**src/rtl/mbbc_pkg.sv**
```systemverilog
`default_nettype none
package mbbc_pkg;
  localparam int SLOTS   = 32;
  localparam int DEVICES = 16;
  localparam int SW      = $clog2(SLOTS);
  localparam int DW      = 4;
  localparam int CNT_MAX = 255;

  typedef enum logic [2:0] {
    OP_READ    = 3'd0,
    OP_WRITE   = 3'd1,
    OP_RELEASE = 3'd2,
    OP_PIN     = 3'd3,
    OP_UNPIN   = 3'd4
  } op_t;

  typedef enum logic [1:0] {
    ST_OK   = 2'd0,
    ST_DEV  = 2'd1,
    ST_FULL = 2'd2,
    ST_SAT  = 2'd3
  } status_t;

  typedef enum logic [1:0] {
    DOP_NONE  = 2'd0,
    DOP_READ  = 2'd1,
    DOP_WRITE = 2'd2
  } dop_t;

  typedef enum logic [1:0] {
    REG_FAILED = 2'd0,
    REG_BAD    = 2'd1,
    REG_MIRROR = 2'd2
  } reg_t;

  typedef enum logic [3:0] {
    S_IDLE, S_CLR, S_RD, S_SCAN_HIT, S_SCAN_FREE, S_CNT_RD, S_APPLY,
    S_SHIFT, S_OUT1, S_OUT2
  } state_t;

  typedef struct packed {
    logic [SW-1:0] slot_out;
    logic          hit;
    logic          data_valid;
    logic [1:0]    disk_op;
    logic          disk_id;
    logic [16:0]   phys_block;
    logic [1:0]    status;
    logic          last;
  } res_t;
endpackage
`default_nettype wire

```
**src/rtl/mirrored_block_buffer_cache_core.sv**
```systemverilog
`default_nettype none
// Channel | Direction | Payload
// in_     | slave     | tdata: operation[2:0] device[6:3] block[22:7] slot[27:23]
// out_    | master    | tdata: slot_out[4:0] hit[5] data_valid[6] disk_op[8:7]
//         |           |        disk_id[9] phys_block[26:10] status[28:27]; tlast
// cfg_    | APB       | 0 failed_disk, 4 bad_block, 8 mirror_base
// A read scans the slot memories one entry a cycle: a hit scan over recency, and on a
// miss another free scan. A release that frees its slot runs a rank shift pass, and a
// write to both disks gives a second result. After reset a clearing pass loads the
// memories; no item is taken during it.
// A stalled output holds its item; the next input waits.
module mirrored_block_buffer_cache_core (
  input  wire         clk,
  input  wire         rst_n,
  input  wire         in_tvalid,
  output logic        in_tready,
  input  wire  [31:0] in_tdata,   // operation, device, block, slot from bit 0
  output logic        out_tvalid,
  input  wire         out_tready,
  output logic [31:0] out_tdata,  // slot_out,hit,data_valid,disk_op,disk_id,phys_block,status
  output logic        out_tlast,
  input  wire         cfg_psel,
  input  wire         cfg_penable,
  input  wire         cfg_pwrite,
  input  wire  [3:0]  cfg_paddr,
  input  wire  [31:0] cfg_pwdata,
  output logic [31:0] cfg_prdata,
  output logic        cfg_pready
);
  import mbbc_pkg::*;

  // Slot memories: one entry per slot, registered reads.
  logic [DW-1:0]  tdev_m [SLOTS];
  logic [15:0]    tblk_m [SLOTS];
  logic           val_m  [SLOTS];
  logic [7:0]     cnt_m  [SLOTS];
  logic [SW-1:0]  rank_m [SLOTS];

  logic [1:0]  failed_r;
  logic [16:0] bad_r;
  logic [15:0] mirror_r;

  state_t state_r, state_nxt;
  logic [2:0]    op_r;
  logic [DW-1:0] dev_r;
  logic [15:0]   blk_r;
  logic [SW:0]   idx_r, idx_nxt;    // scan index
  logic [SW-1:0] tgt_r, tgt_nxt;    // chosen slot
  logic [SW-1:0] best_r, best_nxt;  // best rank so far
  logic          found_r, found_nxt;
  logic          hit_r, hit_nxt;
  res_t          r1_r, r1_nxt, r2_r, r2_nxt;
  logic          two_r, two_nxt;
  logic [SW-1:0] trank_r, trank_nxt;

  // memory ports
  logic [SW-1:0] ra;
  logic          we;
  logic [SW-1:0] wa;
  logic [DW-1:0] w_dev; logic [15:0] w_blk; logic w_val; logic [7:0] w_cnt;
  logic [SW-1:0] w_rank;
  logic          we_tag, we_val, we_cnt, we_rank;
  logic [DW-1:0] q_dev; logic [15:0] q_blk; logic q_val; logic [7:0] q_cnt;
  logic [SW-1:0] q_rank;

  always_ff @(posedge clk) begin
    if (we && we_tag) begin tdev_m[wa] <= w_dev; tblk_m[wa] <= w_blk; end
    if (we && we_val) val_m[wa] <= w_val;
    if (we && we_cnt) cnt_m[wa] <= w_cnt;
    if (we && we_rank) rank_m[wa] <= w_rank;
    q_dev <= tdev_m[ra]; q_blk <= tblk_m[ra]; q_val <= val_m[ra];
    q_cnt <= cnt_m[ra];  q_rank <= rank_m[ra];
  end

  // config
  wire cfg_wr = cfg_psel && cfg_penable && cfg_pwrite;
  assign cfg_pready = 1'b1;
  always_ff @(posedge clk) begin
    if (!rst_n) begin
      failed_r <= 2'b11; bad_r <= 17'h1FFFF; mirror_r <= 16'd1000;
    end else if (cfg_wr) begin
      case (cfg_paddr[3:2])
        REG_FAILED: failed_r <= cfg_pwdata[1:0];
        REG_BAD:    bad_r    <= cfg_pwdata[16:0];
        REG_MIRROR: mirror_r <= cfg_pwdata[15:0];
        default: ;
      endcase
    end
  end
  always_comb begin
    case (cfg_paddr[3:2])
      REG_FAILED: cfg_prdata = {{30{failed_r[1]}}, failed_r};
      REG_BAD:    cfg_prdata = {{15{bad_r[16]}}, bad_r};
      REG_MIRROR: cfg_prdata = {16'd0, mirror_r};
      default:    cfg_prdata = 32'd0;
    endcase
  end

  wire fd0 = (failed_r == 2'b00);
  wire fd1 = (failed_r == 2'b01);
  function automatic logic bb(input logic [15:0] b, input logic [16:0] badv);
    return (badv != 17'h1FFFF) && (badv == {1'b0, b});
  endfunction

  assign in_tready = (state_r == S_IDLE);
  wire in_acc = in_tvalid && in_tready;

  wire [SW-1:0] idx = idx_r[SW-1:0];
  wire [SW-1:0] last_idx = SW'(SLOTS - 1);
  wire [SW:0]   scan_end = (SW+1)'(SLOTS);

  always_comb begin
    state_nxt = state_r; idx_nxt = idx_r; tgt_nxt = tgt_r; best_nxt = best_r;
    found_nxt = found_r; hit_nxt = hit_r; r1_nxt = r1_r; r2_nxt = r2_r;
    two_nxt = two_r; trank_nxt = trank_r;
    ra = idx; we = 1'b0; wa = idx; w_dev = dev_r; w_blk = blk_r; w_val = 1'b0;
    w_cnt = 8'd0; w_rank = idx; we_tag = 1'b0; we_val = 1'b0; we_cnt = 1'b0;
    we_rank = 1'b0;
    case (state_r)
      S_CLR: begin
        // load reset contents one entry a cycle
        we = 1'b1; we_tag = 1'b1; we_val = 1'b1; we_cnt = 1'b1; we_rank = 1'b1;
        w_dev = '0; w_blk = '0;
        idx_nxt = idx_r + 1'b1;
        if (idx == last_idx) state_nxt = S_IDLE;
      end
      S_IDLE: begin
        idx_nxt = '0; found_nxt = 1'b0; best_nxt = '0; hit_nxt = 1'b0;
        ra = '0;
        if (in_acc) begin
          if (in_tdata[2:0] == OP_READ) begin
            if (int'(in_tdata[6:3]) >= DEVICES) begin
              r1_nxt = '0; r1_nxt.status = ST_DEV; r1_nxt.last = 1'b1;
              two_nxt = 1'b0; state_nxt = S_OUT1;
            end else state_nxt = S_SCAN_HIT;
          end else if (in_tdata[2:0] > OP_UNPIN) begin
            r1_nxt = '0; r1_nxt.slot_out = in_tdata[27:23]; r1_nxt.last = 1'b1;
            two_nxt = 1'b0; state_nxt = S_OUT1;
          end else begin
            ra = in_tdata[23 +: SW]; tgt_nxt = in_tdata[23 +: SW];
            state_nxt = S_APPLY;
          end
        end
      end
      S_SCAN_HIT: begin
        // data for idx-1 is on q; track the highest-rank tag match
        if (idx_r != '0) begin
          if (q_dev == dev_r && q_blk == blk_r && (!found_r || q_rank > best_r)) begin
            found_nxt = 1'b1; best_nxt = q_rank; tgt_nxt = idx - 1'b1;
          end
        end
        idx_nxt = idx_r + 1'b1;
        ra = idx;
        if (idx_r == scan_end) begin
          idx_nxt = '0; ra = '0;
          if (found_nxt) begin hit_nxt = 1'b1; ra = tgt_nxt; state_nxt = S_APPLY; end
          else begin best_nxt = '1; state_nxt = S_SCAN_FREE; end
        end
      end
      S_SCAN_FREE: begin
        // lowest-rank slot with zero count
        if (idx_r != '0) begin
          if (q_cnt == 8'd0 && (!found_r || q_rank < best_r)) begin
            found_nxt = 1'b1; best_nxt = q_rank; tgt_nxt = idx - 1'b1;
          end
        end
        idx_nxt = idx_r + 1'b1;
        ra = idx;
        if (idx_r == scan_end) begin
          ra = tgt_nxt;
          if (found_nxt) state_nxt = S_APPLY;
          else begin
            r1_nxt = '0; r1_nxt.status = ST_FULL; r1_nxt.last = 1'b1;
            two_nxt = 1'b0; state_nxt = S_OUT1;
          end
        end
      end
      S_APPLY: begin
        // q holds entry tgt_r
        ra = tgt_r;
        r1_nxt = '0; r2_nxt = '0; two_nxt = 1'b0;
        r1_nxt.slot_out = tgt_r; r1_nxt.last = 1'b1;
        state_nxt = S_OUT1;
        wa = tgt_r;
        case (op_r)
          OP_READ: begin
            logic v;
            logic [15:0] b;
            v = hit_r ? q_val : 1'b0;
            b = blk_r;
            r1_nxt.hit = hit_r;
            we = 1'b1; we_cnt = 1'b1;
            if (hit_r) begin
              if (q_cnt == 8'(CNT_MAX)) begin r1_nxt.status = ST_SAT; w_cnt = q_cnt; end
              else w_cnt = q_cnt + 8'd1;
            end else begin
              we_tag = 1'b1; w_cnt = 8'd1;
            end
            if (!v) begin
              if (!fd0 && !bb(b, bad_r)) begin
                r1_nxt.disk_op = DOP_READ; r1_nxt.phys_block = {1'b0, b}; v = 1'b1;
              end else if (!fd1) begin
                r1_nxt.disk_op = DOP_READ; r1_nxt.disk_id = 1'b1;
                r1_nxt.phys_block = {1'b0, b} + {1'b0, mirror_r}; v = 1'b1;
              end
            end
            we_val = 1'b1; w_val = v;
            r1_nxt.data_valid = v;
          end
          OP_WRITE: begin
            logic w0, w1;
            w0 = !fd0 && !bb(q_blk, bad_r);
            w1 = !fd1;
            r1_nxt.data_valid = q_val;
            r2_nxt = r1_nxt;
            r2_nxt.disk_op = DOP_WRITE; r2_nxt.disk_id = 1'b1;
            r2_nxt.phys_block = {1'b0, q_blk} + {1'b0, mirror_r};
            if (w0) begin
              r1_nxt.disk_op = DOP_WRITE; r1_nxt.phys_block = {1'b0, q_blk};
              r1_nxt.last = !w1; two_nxt = w1;
            end else if (w1) r1_nxt = r2_nxt;
          end
          default: begin
            r1_nxt.data_valid = q_val;
            we = 1'b1; we_cnt = 1'b1; w_cnt = q_cnt;
            if (op_r == OP_PIN) begin
              if (q_cnt == 8'(CNT_MAX)) r1_nxt.status = ST_SAT;
              else w_cnt = q_cnt + 8'd1;
            end else if (q_cnt == 8'd0) r1_nxt.status = ST_SAT;
            else begin
              w_cnt = q_cnt - 8'd1;
              if (op_r == OP_RELEASE && q_cnt == 8'd1) begin
                trank_nxt = q_rank; idx_nxt = '0; ra = '0; state_nxt = S_SHIFT;
              end
            end
          end
        endcase
      end
      S_SHIFT: begin
        // move slot to most recent: ranks above it drop by one
        if (idx_r != '0) begin
          wa = idx - 1'b1; we = 1'b1; we_rank = 1'b1;
          if (wa == tgt_r) w_rank = last_idx;
          else if (q_rank > trank_r) w_rank = q_rank - 1'b1;
          else w_rank = q_rank;
        end
        idx_nxt = idx_r + 1'b1;
        ra = idx;
        if (idx_r == scan_end) state_nxt = S_OUT1;
      end
      S_OUT1: if (out_tready) state_nxt = two_r ? S_OUT2 : S_IDLE;
      S_OUT2: if (out_tready) state_nxt = S_IDLE;
      default: state_nxt = S_IDLE;
    endcase
  end

  always_ff @(posedge clk) begin
    if (!rst_n) begin
      state_r <= S_CLR; idx_r <= '0; found_r <= 1'b0; hit_r <= 1'b0; two_r <= 1'b0;
    end else begin
      state_r <= state_nxt; idx_r <= idx_nxt; found_r <= found_nxt;
      hit_r <= hit_nxt; two_r <= two_nxt;
    end
  end
  always_ff @(posedge clk) begin
    tgt_r <= tgt_nxt; best_r <= best_nxt; r1_r <= r1_nxt; r2_r <= r2_nxt;
    trank_r <= trank_nxt;
    if (in_acc) begin
      op_r <= in_tdata[2:0]; dev_r <= in_tdata[6:3]; blk_r <= in_tdata[22:7];
    end
  end

  res_t cur;
  assign cur = (state_r == S_OUT2) ? r2_r : r1_r;
  assign out_tvalid = (state_r == S_OUT1) || (state_r == S_OUT2);
  assign out_tdata = {3'd0, cur.status, cur.phys_block, cur.disk_id, cur.disk_op,
                      cur.data_valid, cur.hit, cur.slot_out};
  assign out_tlast = cur.last;

  a_no_in_busy: assert property (@(posedge clk) disable iff (!rst_n)
    (state_r != S_IDLE) |-> !in_tready) else $error("ready while busy");
  a_out_only: assert property (@(posedge clk) disable iff (!rst_n)
    out_tvalid |-> (state_r == S_OUT1 || state_r == S_OUT2)) else $error("stray out");
  a_second_last: assert property (@(posedge clk) disable iff (!rst_n)
    (state_r == S_OUT2) |-> out_tlast) else $error("second result not last");
  a_hold: assert property (@(posedge clk) disable iff (!rst_n)
    (out_tvalid && !out_tready) |=> out_tvalid) else $error("dropped output");
endmodule
`default_nettype wire

```
**config.mk**
```make
export PLATFORM = sky130hd
export DESIGN_NAME = mirrored_block_buffer_cache_core
export DESIGN_NICKNAME = d
export VERILOG_FILES = /design/src/rtl/mbbc_pkg.sv /design/src/rtl/mirrored_block_buffer_cache_core.sv
export SDC_FILE = /design/constraint.sdc
export NUM_CORES = 2
export LEC_CHECK = 0
export ABC_AREA = 1
export ABC_CLOCK_PERIOD_IN_PS = 20000
export BUFFER_PORTS_ARGS = -buffer_cell sky130_fd_sc_hd__buf_2
export CORE_MARGIN = 2
export CORE_UTILIZATION = 60
export DETAILED_ROUTE_END_ITERATION = 6
export GPL_TIMING_DRIVEN = 0
export PLACE_DENSITY = 0.77
export SYNTH_ARGS = -nofsm -noshare
export SYNTH_HDL_FRONTEND = slang
export SYNTH_SLANG_ARGS = --single-unit
```
**constraint.sdc**
```tcl
create_clock -name clk -period 20 [get_ports clk]
set_input_delay 2 -clock clk [delete_from_list [all_inputs] [get_ports clk]]
set_output_delay 2 -clock clk [all_outputs]
set_load 0.03 [all_outputs]
```
Word level (Yosys, flattened, before mapping) --
Memory sizes are Yosys's and may differ from the RTL's. A register that Yosys moved wholly into a read port is not among the register bits. Index checks and enable logic that the tools add are counted.
Word-level totals: output and inout bits 68, bits in writable memories 1088, memories kept 5, bits of input ports 75, flip-flop bits (word level) 146
Cells by class: bitwise logic cells 3, add/sub/neg operators 7, eq/ne operators 41, $lt $le $gt $ge 4, multiplexer cells 134, reduce and logical (&&, ||, !) cells 46
Memories:
- tblk_m | words 32, bits a word 16, read ports 1, clocked after memory_dff 1, write ports 1, RTL line mirrored_block_buffer_cache_core.sv:34 | logic [15:0] tblk_m [SLOTS];
- cnt_m | words 32, bits a word 8, read ports 1, clocked after memory_dff 1, write ports 1, RTL line mirrored_block_buffer_cache_core.sv:36 | logic [7:0] cnt_m [SLOTS];
- rank_m | words 32, bits a word 5, read ports 1, clocked after memory_dff 1, write ports 1, RTL line mirrored_block_buffer_cache_core.sv:37 | logic [SW-1:0] rank_m [SLOTS];
- tdev_m | words 32, bits a word 4, read ports 1, clocked after memory_dff 1, write ports 1, RTL line mirrored_block_buffer_cache_core.sv:33 | logic [DW-1:0] tdev_m [SLOTS];
- val_m | words 32, bits a word 1, read ports 1, clocked after memory_dff 1, write ports 1, RTL line mirrored_block_buffer_cache_core.sv:35 | logic val_m [SLOTS];
Operator list (number):
- 30-bit 2-to-1 mux | 6
- 5-bit 2-to-1 mux | 28
- 32-bit one-hot mux with 3 select lines | 1
- 30-bit one-hot mux with 3 select lines | 1
- 4-bit 2-to-1 mux | 16
- 23-bit 2-to-1 mux | 2
- 8-bit 2-to-1 mux | 5
- 20-bit one-hot mux with 2 select lines | 1
- 1-bit 2-to-1 mux | 38
- 16-bit by 16-bit adder with 17-bit output | 2
- 17-bit by 16-bit == test with 1-bit output | 2
- 17-bit 2-to-1 mux | 2
- 2-bit inequality test, second input constant | 16
- 4-bit one-hot mux with 8 select lines | 1
- 6-bit 2-to-1 mux | 5
- 5-bit one-hot mux with 3 select lines | 2
- 6-bit one-hot mux with 4 select lines | 1
- 20-bit 2-to-1 mux | 1
- 5-bit one-hot mux with 4 select lines | 1
- 19-bit 2-to-1 mux | 1
- 17-bit inequality test, second input constant | 1
- 16-bit == test | 1
- 16-bit 2-to-1 mux | 1
- 2-bit 2-to-1 mux | 8
- 47 further kinds | 92

Logic depth before layout (Yosys ltp) --
depth after elaboration 9, mapped depth 26, gate-level depth less buffers 24

Worst setup path before layout --
Ideal clock, no wire load.
path kind input to register, start input port in_tdata[1], end register two_r, setup slack 11988 ps, data arrival time 7919 ps, path buffers 0, stages on the path 8, required time 19906 ps, cells stage by stage nor2_1 > inv_1 > ha_1 > or2_2 > nand3_1 > a2111oi_0 > o21ai_0 > a21oi_1
On the way: cells in the longest elaborated chain, start to end 3, elaborated cells between the ends (all ways) 5
Ends and longest elaborated chain:
- start: declaration | RTL line mirrored_block_buffer_cache_core.sv:17 | input wire [31:0] in_tdata,
- 3-bit > comparator or 3-bit zero test (tied branches) | RTL line mirrored_block_buffer_cache_core.sv:136, mirrored_block_buffer_cache_core.sv:131
- 2-bit by 1-bit inequality test with 1-bit output (no source line) or 2-bit inequality test (tied branches)
- 6-bit AND reduction (no source line) *
- end signal: assignment | RTL line mirrored_block_buffer_cache_core.sv:262 | hit_r <= hit_nxt; two_r <= two_nxt;
- end: declaration | RTL line mirrored_block_buffer_cache_core.sv:53 | logic two_r, two_nxt;
Every way passes the cells marked *; elsewhere a longest branch is shown, timed or not. A chain may end at the register's enable or synchronous reset.

Worst setup path after layout --
start input port cfg_paddr[3], end output port cfg_prdata[29]
On the way: cells in the longest elaborated chain, start to end 2, elaborated cells between the ends (all ways) 4
Ends and longest elaborated chain:
- start: declaration | RTL line mirrored_block_buffer_cache_core.sv:25 | input wire [3:0] cfg_paddr,
- 2-bit == test, or another cell as far along | RTL line mirrored_block_buffer_cache_core.sv:91 | case (cfg_paddr[3:2])
- 32-bit one-hot mux with 3 select lines * | RTL line mirrored_block_buffer_cache_core.sv:91
- end: declaration | RTL line mirrored_block_buffer_cache_core.sv:27 | output logic [31:0] cfg_prdata,
Marked as above.

==> out/metrics.yaml <==
required_ps: 18000
synthDistinctLibCells: 59
synth_top_family_by_area: "simple AND/OR/NAND/NOR gates"
dp_slack_ps: 13510
violations: "design-rule violations"
syn_area_mm2: 0.0589
worstPathArrival_ps: 4040
muxShareOfSynthArea: 0
skew_ps: 40.9
rows: 114
worstSetupPathType: "primary input to primary output"
clkLatencyLatePin_ps: 780
syn_inst: 5988
cts_setup_buffers: 0
cp-start-kind: "primary input"
dieArea_mm2: 0.101
cts_tree: "yes"
place_hpwl_um: 137000
path_clk_slew_ps: 60
vias: 46700
slew_violations: 0
drc: 2
hold_class: "flip-flop to flip-flop"
p_leak_uw: 0.0280
setup_tns_ps: 0
grt_pass1_vias: 44400
fmax_mhz: 166
synth_ff_type: "edfxtp_1"
grt_pass1_wl_um: 276000
rsz0062_at_grt: "no"
place_congestion: 1.01
crit_fanout: 16
cellPowerDensity_mw_per_mm2: 140
design_area_mm2: 0.0664
initial_core_util: 0.608
ant_nets: 0
drtIter0Drc: 6602
tightest_slew_ps: 1440
die_x_um: 317
hold_viol_final: 0
placed_cell_area_mm2: 0.0624
post_cts_resize_count: 0
grt-ovfl-total: 0
routedWlPerCell_um: 25.1
grt_max_degree: 34
htreeDepth: 4
relSlewSlack: 0.0392
hold_buffers: 0
ys_ff_latch: 1262
cts-root-buf: "clkbuf_16"
setup_ws_ps: 13960
cts_buffers: 130
drive_above_1_share: 0.0987
nets: 6435
fin_crit_sh: 0.302
synth_compound_area_frac: 0.0291
ys_async_sr_fraction: 0
port_buffers: 117
cts_sinks: 1262
synth.avg_cell_area_um2: 9.84
synth_fa_ha_area_frac: 0.0117
drt-total-wl_um: 193000
fillers: 7215
synth_xor_xnor_area_share: 0.00832
grt_usage: 0.383
seq_area_frac_synth: 0.629
viasPerCell: 6.07
status: "finished with violations"
clock_path_buffers: 3
setup_viol: 0
antenna_found_initial: 9
yosysWarnings: 0
firstDrtPassIters: 7
endpoint_kind: "primary output"
die_y_um: 317
core-area_mm2: 0.0970
area_delta_synth_final_pct: 12.7
yosys.area_share.simple: 0.243
synth_edf_count: 1180
max-cap-violations: 0
irDropWorstVdd_uv: 100
period_needed_ps: 6040
pin_count: 143
-- registers in the layout (all words and copies together) (netlist names), 8 cells and up --
register	cells
tblk_m	512
cnt_m	256
rank_m	160
tdev_m	128
val_m	32
r1_r	30
r2_r	24
bad_r	17
blk_r	16
mirror_r	16
q_blk	16
q_cnt	8
-- report_power, final --
group | switching, uW | leakage [uW] | internal [uW]
logic | 2810 | 0.0147 | 971
clock network | 1020 | 0.00196 | 1300
registers | 92.0 | 0.0114 | 3130
-- cell type report --
cell class / instances / area (um^2) / share of cell area
diodes: 4 / 10.0 / 0.000151
plain buffers: 346 / 1660 / 0.0250
clock buffers: 173 / 3540 / 0.0533
clock inverters: 58 / 448 / 0.00675
inverters: 791 / 2970 / 0.0447
multi-input cells: 3591 / 17500 / 0.264
flip-flops and latches: 1262 / 37100 / 0.558
well taps: 1276 / 1600 / 0.0240
repair buffers: 184 / 1580 / 0.0238
-- cells in the final DEF, fill, tap and decap left out, drive strengths merged, types with 41 or more instances in the layout --
master,instances
nand3b,170
nand2,1423
a21oi,95
nor2,317
inv,791
xor2,41
clkinv,54
nand3,1219
clkbuf,324
buf,379
ha,52
dfxtp,82
o21ai,95
edfxtp,1180
-- synth_stat cells (all sizes together) (3+ instances only) --
library cell     n  area share
inv            784       0.050
clkinv           7     0.00047
o211ai          30      0.0038
o221ai           5     0.00074
o2111ai          5     0.00074
o21ai           95      0.0083
xor2            41      0.0061
xnor2           15      0.0022
o22ai           21      0.0022
edfxtp        1180        0.60
a21oi           95      0.0083
a22oi            3     0.00038
ha              52       0.011
nor4             6     0.00064
a2111oi          3     0.00045
buf            195       0.019
a31oi            5     0.00053
nand4            7     0.00074
clkbuf         151      0.0096
nor3            38      0.0035
nor2           317       0.021
nand2         1423       0.091
a211oi           5     0.00064
or2              5     0.00053
nand3         1219        0.10
dfxtp           82       0.028
a221oi           5     0.00074
nand3b         170       0.022
-- worst paths after layout --
check | to | slack [ps] | startpoint | cells after the start
max | cfg_prdata[29] | 13960 | cfg_paddr[3] | 7
min | state_r[2] | 510 | state_r[2] | 2
max reg2reg | q_rank[0] | 14670 | blk_r[14] | 21
min reg2reg | state_r[2] | 510 | state_r[2] | 2
-- metrics by stage --
step,utilization,total power (uW),std cells,hold slack [ps]
after floorplan,-,5380,5990,468
after global placement,0.630,6700,7383,493
after detailed placement,0.643,6820,7449,510
after CTS,0.684,9110,7680,520
after global routing,0.684,9620,7681,554
final,0.685,9320,7685,511
-- routing by layer --
metal	GRT usage	vias up	share of wire
met2	0.612	3398	0.46
met1	0.460	21700	0.34
li1	-	20800	-
met3	0.106	772	0.13
met4	0.241	12	0.070
met5	0.00758	-	0.0010
-- critical path: stages --
cell,delay [ps]
buf_2,140
nor2_1,70
nand2_1,290
clkbuf_1,480
nand2_1,560
buf_4,310
buf_2,170
-- cell families after synthesis --
group,count (synthesis)
AO/OA/AOI/OAI,288
other,2
flip-flops,1262
adder cells (fa/ha/maj),54
AND/OR/NAND/NOR,3189
XOR/XNOR,56
buffers and inverters,1137
Power figures use the tool's default switching activity.
